## config.mk

```make
export PLATFORM = sky130hd
export DESIGN_NAME = dse_front
export DESIGN_NICKNAME = d
export VERILOG_FILES = /design/src/hw/rtl/dse_pkg.sv /design/src/hw/rtl/dse_front.sv
export SDC_FILE = /design/constraint.sdc
export NUM_CORES = 1
export LEC_CHECK = 0
export BUFFER_PORTS_ARGS = -buffer_cell sky130_fd_sc_hd__buf_2
export CORE_UTILIZATION = 50
export DETAILED_ROUTE_END_ITERATION = 8
export GPL_TIMING_DRIVEN = 0
export MAX_ROUTING_LAYER = met4
export PLACE_DENSITY = 0.71
export SKIP_CTS_REPAIR_TIMING = 1
export SLEW_MARGIN = 20
export SYNTH_ARGS = -nofsm -noshare
export SYNTH_HDL_FRONTEND = slang
export SYNTH_SLANG_ARGS = --single-unit
export TNS_END_PERCENT = 1
```

## constraint.sdc

```tcl
create_clock -name clk -period 11.97 [get_ports clk]
set_input_delay 0.5985 -clock clk [delete_from_list [all_inputs] [get_ports clk]]
set_output_delay 0.5985 -clock clk [all_outputs]
set_load 0.01 [all_outputs]
```

## src/hw/rtl/dse_pkg.sv

```systemverilog
// Package for the damped spring step unit: shared types and constants.
`default_nettype none
package dse_pkg;
  localparam int MaxBodies = 16;
  localparam int IdxW = $clog2(MaxBodies);
  localparam int CntW = $clog2(MaxBodies + 1);
  localparam int QW = 4;

  typedef enum logic {
    CMD_LOAD = 1'b0,
    CMD_STEP = 1'b1
  } cmd_t;

  typedef struct packed {
    logic        is_step;
    logic [30:0] mass;
    logic [31:0] damping;
    logic [31:0] spring_k;
    logic [31:0] vel;
    logic [31:0] pos;
    logic [15:0] step_ms;
    logic [31:0] ext_force;
  } job_t;

  localparam int JobW = $bits(job_t);
endpackage
`default_nettype wire

```

## src/hw/rtl/dse_front.sv

```systemverilog
// Front end: takes input beats and queues them as jobs.
`default_nettype none
module dse_front import dse_pkg::*; (
  input  wire logic        clk,
  input  wire logic        rst,
  input  wire logic        in_valid,
  output      logic        in_stall,
  input  wire logic        cmd,
  input  wire logic [30:0] mass,
  input  wire logic [31:0] damping,
  input  wire logic [31:0] spring_k,
  input  wire logic [31:0] init_velocity,
  input  wire logic [31:0] init_position,
  input  wire logic [15:0] step_ms,
  input  wire logic [31:0] force_req,
  output      logic        job_valid,
  output      job_t        job,
  input  wire logic        job_take
);
  localparam int PW = $clog2(QW);
  job_t         q [QW];
  logic [PW-1:0] wp, rp;
  logic [PW:0]   fill;
  logic          push, pop;

  assign in_stall  = (fill == (PW+1)'(QW));
  assign push      = in_valid && !in_stall;
  assign job_valid = (fill != '0);
  assign pop       = job_valid && job_take;
  assign job       = q[rp];

  always_ff @(posedge clk) begin
    if (push) begin
      q[wp] <= '{is_step: (cmd == CMD_STEP), mass: mass, damping: damping,
                 spring_k: spring_k, vel: init_velocity, pos: init_position,
                 step_ms: step_ms, ext_force: force_req};
    end
    if (rst) begin
      wp <= '0; rp <= '0; fill <= '0;
    end else begin
      if (push) wp <= wp + 1'b1;
      if (pop)  rp <= rp + 1'b1;
      fill <= fill + (PW+1)'(push) - (PW+1)'(pop);
    end
  end
endmodule
`default_nettype wire

```

==> results of run 1 <==
final cells by class:
| type | instances | share of cell area, % |
|---|---|---|
| flip-flops and latches | 841 | 68.7 |
| multi-input cells | 241 | 13.5 |
| repair buffers | 441 | 7.11 |
| clock buffers | 105 | 5.98 |
| well taps | 782 | 2.67 |
| clock inverters | 48 | 0.973 |
| plain buffers | 47 | 0.867 |
| diodes | 22 | 0.150 |
| inverters | 6 | 0.0615 |
flip-flops by register name (all words and copies together), names as in the netlist, named ones only:
| signal | cells |
|---|---|
| q | 832 |
| wp | 2 |
| fill | 3 |
| rp | 2 |
worst max path at each step:
stage / startpoint / endpoint / cells past startpoint
after floorplan: in_valid / q[0][0]$_DFFE_PP_ / 3
after global placement: in_valid / q[0][107]$_DFFE_PP_ / 4
after detailed placement: in_valid / q[0][196]$_DFFE_PP_ / 7
after CTS: flop / job[168] / 5
after global routing: flop / job[168] / 5
final: flop / job[168] / 5
per-layer routing:
metal / vias to the layer above / GRT usage (%) / wire (um)
met4: 0 / 6.67 / 1420
li1: 6051 / - / -
met1: 7183 / 25.4 / 23600
met5: - / - / 0
met3: 91 / 6.35 / 4800
met2: 481 / 31.0 / 29900
critical path: stages, from the launching register on:
cell and delay, ns:
dfxtp_1 0.30, buf_2 0.37, buf_2 0.45, buf_2 0.39, mux4_2 0.35, buf_2 0.20
placed cells by master (no fill, tap or decap), types with 2 or more instances in the layout:
cell type,netlist,layout
buf_12,0,10
inv_6,0,4
clkbuf_1,1,21
dfxtp_1,9,9
buf_16,0,11
buf_1,8,8
and2_4,0,4
nand2b_1,2,2
buf_6,15,15
clkinv_1,0,24
diode_2,0,22
clkbuf_16,0,84
mux4_2,208,208
edfxtp_1,832,832
bufinv_16,0,3
ha_1,6,6
xor2_1,2,2
or3_1,2,2
buf_2,23,443
nor2_1,6,6
inv_1,6,6
inv_16,0,3
clkinv_2,0,13
stage by stage:
| stage | power (uW) | std cells |
|---|---|---|
| after floorplan | 4870 | 1135 |
| after global placement | 5610 | 2337 |
| after detailed placement | 5550 | 2358 |
| after CTS | 7990 | 2511 |
| after global routing | 8200 | 2531 |
| final | 7880 | 2533 |
synthesized netlist by cell type:
cell,count
nand2b_1,2
buf_6,15
ha_1,6
nor3_1,1
o31a_1,1
fa_1,1
clkbuf_1,1
and2_1,5
mux4_2,208
nor3b_1,1
o21ai_0,1
inv_1,6
xnor2_1,1
buf_1,8
or3_1,2
a21oi_1,1
buf_2,23
edfxtp_1,832
xor2_1,2
mux2i_1,1
dfxtp_1,9
nor2_1,6
o311ai_0,1
nor2b_1,1
cell families after synthesis:
family          Yosys count
flops                   841
mux                     209
buf+inv                  53
simple gates             18
fa+ha+maj                 7
compound gates            4
xor+xnor                  3
power breakdown:
group | leakage, uW | switching, uW | total (uW) | internal, uW
clock | 0.00125 | 1050 | 2420 | 1370
sequential | 0.00769 | 63.3 | 3630 | 3560
combinational | 0.00333 | 977 | 1830 | 852
==> run_results.csv, run 1 <==
group,metric,value,unit
synth,avgSynthCellArea,26.8,um^2
cells_and_area,area_delta_synth_final,20.4,%
route,postRouteWirelength,59.7,mm
critical_path,cp.required,11.37,ns
cells_and_area,multiInputGateArea,0.00495,mm^2
synth,synth-simple-area-share,0.321,%
timing,slew_headroom,55.1,%
grt,grt_pass1_wl,89.2,mm
place,dpl_worst_slack,8.99,ns
synth,synth_area_leaders,"edfxtp_1, mux4_2, dfxtp_1, buf_6, buf_2",
cts,clockBufferDepth,3,
timing,skew,0.0245,ns
timing,worst_slack,8.68,ns
synth,synth.area.mux_share,15.4,%
timing,fmax,0.304,GHz
synth,synth_compound_area_share,0.0904,%
grt,grt_max_degree,46,
critical_path,reg2reg_slack,9.17,ns
floorplan,boundaryPins,422,
synth,yosysSeqAreaShare,82.7,%
cts,clkSlewWorstSetupHoldPaths,0.06,ns
critical_path,cp_data_arrival_time,2.69,ns
grt,grtUsageTotal,20.0,%
synth,synthAdderAreaFrac,0.312,%
critical_path,r2r_end,"q[2][128]$_DFFE_PP_",
floorplan,die-area,0.0619,mm^2
cts,cts_root_buf,"clkbuf_16",
route,drt_iter0_drc,877,
pwr,vdd_drop_max,0.156,mV
timing,finalSetupTns,0,ns
floorplan,fp.dieW,249,um
route,avgRoutedWirePerCell,23.6,um
synth,synth-xor-area-share,0.0863,%
route,ant_nets,0,
cells_and_area,nFillCells,4117,
timing,tightestPinTransition,0.673,ns
synth,synth-seq-cells,841,
worst_hold_path,min-delay-start,"init_position[18]",
timing,timing_hold_violations_final,0,
cts,clock-sinks,841,
timing,holdWs,0.178,ns
grt,overflow,0,
cts,cts_made_buffers,84,
cells_and_area,design_area,0.0366,mm^2
cells_and_area,fin_util,60.8,%
timing,post-route-min-period,3.29,ns
synth,synth_top_family_by_area,"multiplexers",
critical_path,crit_fanout,11,
place,hpwl,37.9,mm
synth,synth_top_area_share,82.1,%
floorplan,core_area,0.0602,mm^2
timing,fin_crit_sh,27.5,%
worst_hold_path,hp-class,"in -> reg",
worst_hold_path,min_to,"q[0][66]$_DFFE_PP_",
cells_and_area,fin_nets,1881,
cells_and_area,register_area,0.0252,mm^2
place,port_buffers,420,
critical_path,ff2ff_path_depth,6,
worst_hold_path,holdPathStages,1,
floorplan,num_rows,90,
pwr,power_density,215,mW/mm^2
place,placed_cell_area,0.0340,mm^2
critical_path,start_kind,"flop",
critical_path,endpoint_kind,"output port",
synth,ys_warn_count,0,
timing,finalSetupViolCount,0,
route,route.vias.total,13800,
route,drc,0,
cells_and_area,drive_gt1_share,46.3,%
route,vias_per_cell,5.45,
cts,worstSkewPairLatency,0.63,ns
status,outcome,"finished clean",
cts,cts_tree,"built",
timing,drv_slew,0,
synth,synth.distinct_cells,24,
grt,first_global_vias,14500,
critical_path,reg2reg_from,"fill[1]$_SDFF_PP0_",
pwr,p_leak,0.0123,uW
critical_path,path_class,"reg -> out",
synth,netlist_instances,1135,
synth,syn_nets,1354,
route,drt-pass1-iter-count,4,
flow_run,cap_violations,0,
synth,syn_area,0.0304,mm^2
floorplan,initial_core_util,50.5,%
timing,rsz0062_at_grt,"false",
cts,cts.htree.levels,3,
grt,antenna_found_initial,20,
synth,synth_area_leader_cell,"edfxtp_1",
place,place.gp.congestion,0.715,
floorplan,die_h,249,um
No activity file was read; power rests on OpenSTA's default activity.
==> run 2: changes to the inputs <==
--- a/config.mk
+++ b/config.mk
@@ -5,12 +5,13 @@
 export SDC_FILE = /design/constraint.sdc
 export NUM_CORES = 1
 export LEC_CHECK = 0
+export ABC_AREA = 1
 export BUFFER_PORTS_ARGS = -buffer_cell sky130_fd_sc_hd__buf_2
 export CORE_UTILIZATION = 50
 export DETAILED_ROUTE_END_ITERATION = 8
 export GPL_TIMING_DRIVEN = 0
 export MAX_ROUTING_LAYER = met4
-export PLACE_DENSITY = 0.71
+export PLACE_DENSITY = 0.74
 export SKIP_CTS_REPAIR_TIMING = 1
 export SLEW_MARGIN = 20
 export SYNTH_ARGS = -nofsm -noshare
==> constraint.sdc (replaced) <==
create_clock -name clk -period 2.9 [get_ports clk]
set_input_delay 0.145 -clock clk [delete_from_list [all_inputs] [get_ports clk]]
set_output_delay 0.145 -clock clk [all_outputs]
set_load 0.01 [all_outputs]
==> run_results.csv, run 2 <==
group,metric,value,unit
synth,syn_nets,2296,
cells_and_area,multiInputGateArea,0.00525,mm^2
cts,cts_root_buf,"clkbuf_16",
timing,worst_slack,0.0416,ns
pwr,total_power,34400,uW
synth,synth_most_common_cell,"edfxtp_1",
cells_and_area,reg_top3,"q: 832 flops, fill: 3 flops",
route,drt_iter0_drc,2387,
timing,skew,0.0218,ns
timing,finalSetupTns,0,ns
floorplan,die_h,251,um
cells_and_area,fin_nets,3055,
timing,post-route-min-period,2.86,ns
route,avgRoutedWirePerCell,23.3,um
timing,fmax,0.350,GHz
floorplan,num_rows,90,
timing,fin_crit_sh,98.6,%
pwr,power_density,859,mW/mm^2
critical_path,crit_fanout,10,
cts,clockBufferDepth,3,
critical_path,cp_data_arrival_time,2.71,ns
cells_and_area,area_delta_synth_final,28.8,%
cells_and_area,final_common_cell,"edfxtp_1",
flow_run,cap_violations,0,
timing,rsz0062_at_grt,"true",
floorplan,die-area,0.0631,mm^2
pwr,p_leak,0.0141,uW
cts,cts.htree.levels,3,
cts,clkSlewWorstSetupHoldPaths,0.06,ns
cts,cts_tree,"built",
synth,synth_edf_count,832,
grt,grt_pass1_wl,119,mm
route,route.vias.total,21500,
cells_and_area,register_area,0.0252,mm^2
critical_path,start_kind,"flop",
worst_hold_path,hp-class,"in -> reg",
cells_and_area,top_register,"q",
cells_and_area,nFillCells,4065,
synth,synth.distinct_cells,20,
cells_and_area,largest_reg_flops,832,
synth,avgSynthCellArea,15.0,um^2
grt,antenna_found_initial,10,
timing,tightestPinTransition,0.767,ns
timing,drv_slew,0,
synth,synth_top_flop_cell,"edfxtp_1",
grt,grt_max_degree,24,
place,dpl_worst_slack,0.413,ns
cts,clock-sinks,841,
synth,synth_area_leaders,"edfxtp_1, o21ai_0, nor2_1, o22ai_1, clkbuf_1",
route,drc,0,
pwr,vdd_drop_max,0.537,mV
grt,first_global_vias,20000,
synth,synth_top_area_share,80.4,%
synth,ys_top_cells_by_count,"edfxtp_1, nor2_1, o21ai_0",
cts,worstSkewPairLatency,0.63,ns
synth,synth-seq-cells,841,
route,vias_per_cell,5.81,
synth,ys_warn_count,0,
floorplan,fp.dieW,251,um
status,outcome,"finished clean",
synth,synthArstFlopShare,0,%
critical_path,cp.required,2.76,ns
route,ant_nets,0,
floorplan,core_area,0.0608,mm^2
synth,yosysSeqAreaShare,81.0,%
route,drt-pass1-iter-count,5,
synth,synth_area_leader_cell,"edfxtp_1",
critical_path,path_class,"reg -> out",
timing,slew_headroom,48.7,%
timing,timing_hold_violations_final,0,
grt,grtUsageTotal,26.1,%
floorplan,initial_core_util,51.1,%
critical_path,endpoint_kind,"output port",
cells_and_area,layout_common_cells,"edfxtp_1, buf_2, nor2_1, o21ai_0, dlygate4sd3_1",
cells_and_area,drive_gt1_share,21.9,%
timing,finalSetupViolCount,0,
place,port_buffers,421,
route,postRouteWirelength,86.2,mm
floorplan,boundaryPins,422,
synth,syn_area,0.0311,mm^2
place,place.gp.congestion,0.816,
grt,overflow,0,
cts,cts_made_buffers,83,
place,hpwl,53.6,mm
synth,netlist_instances,2077,
run 2: logic make-up (layout without fill, tap and decap cells):
| kind of cell | count (synthesis) | after routing | share of synthesized area, % |
|---|---|---|---|
| buffers and inverters | 154 | 982 | 2.26 |
| AO/OA/AOI/OAI | 631 | 631 | 11.0 |
| flip-flops | 841 | 841 | 81.0 |
| adder cells (fa/ha/maj) | 7 | 7 | 0.306 |
| other | 0 | 11 | 0 |
| AND/OR/NAND/NOR | 444 | 444 | 5.38 |
run 2: per-layer routing:
metal | track usage [%] | wire (um) | vias to the layer above
met5 | - | 0 | -
met2 | 42.2 | 44000 | 1132
met3 | 6.28 | 7230 | 197
met1 | 31.6 | 32000 | 10700
li1 | - | - | 9441
met4 | 10.5 | 3030 | 0
run 2: layout make-up:
cell class,count,share of cell area [%]
Sequential cell,841,62.9
Multi-Input combinational cell,1082,13.1
Timing Repair Buffer,674,12.9
Clock buffer,111,5.61
Tap cell,782,2.45
Buffer,137,1.63
Clock inverter,43,1.12
Inverter,17,0.169
Antenna cell,11,0.0688
run 2: worst paths after layout:
check / start / to / slack, ns / depth (start not counted)
setup / recovery: flop / job[113] / 0.04 / 5
setup reg to reg: wp[0]$_SDFFE_PP0P_ / q[0][96]$_DFFE_PP_ / 0.43 / 8
hold reg to reg: rp[0]$_SDFFE_PP0P_ / flop / 0.50 / 2
hold / removal: rst / fill[1]$_SDFF_PP0_ / 0.25 / 3
run 2: power by group:
group / internal [uW] / switching [uW]
Combinational: 2860 / 5800
Clock: 6190 / 4450
Sequential: 14800 / 303
run 2: worst max-delay path: stages (launching register included):
cell      delay, ns
dfxtp_1        0.36
clkbuf_2       0.50
clkbuf_1       0.51
o21ai_0        0.28
o22ai_1        0.23
buf_2          0.18
run 2: stage by stage:
stage | std cells | hold WS, ns | util, % | instance area, um^2
2_1_floorplan | 2077 | 0.202 | - | 31100
3_3_place_gp | 3280 | 0.319 | 56.3 | 34200
3_5_place_dp | 3322 | 0.331 | 57.8 | 35200
4_1_cts | 3476 | -0.332 | 62.2 | 37800
5_1_grt | 3697 | 0.247 | 65.8 | 40000
6_report | 3698 | 0.254 | 65.8 | 40000
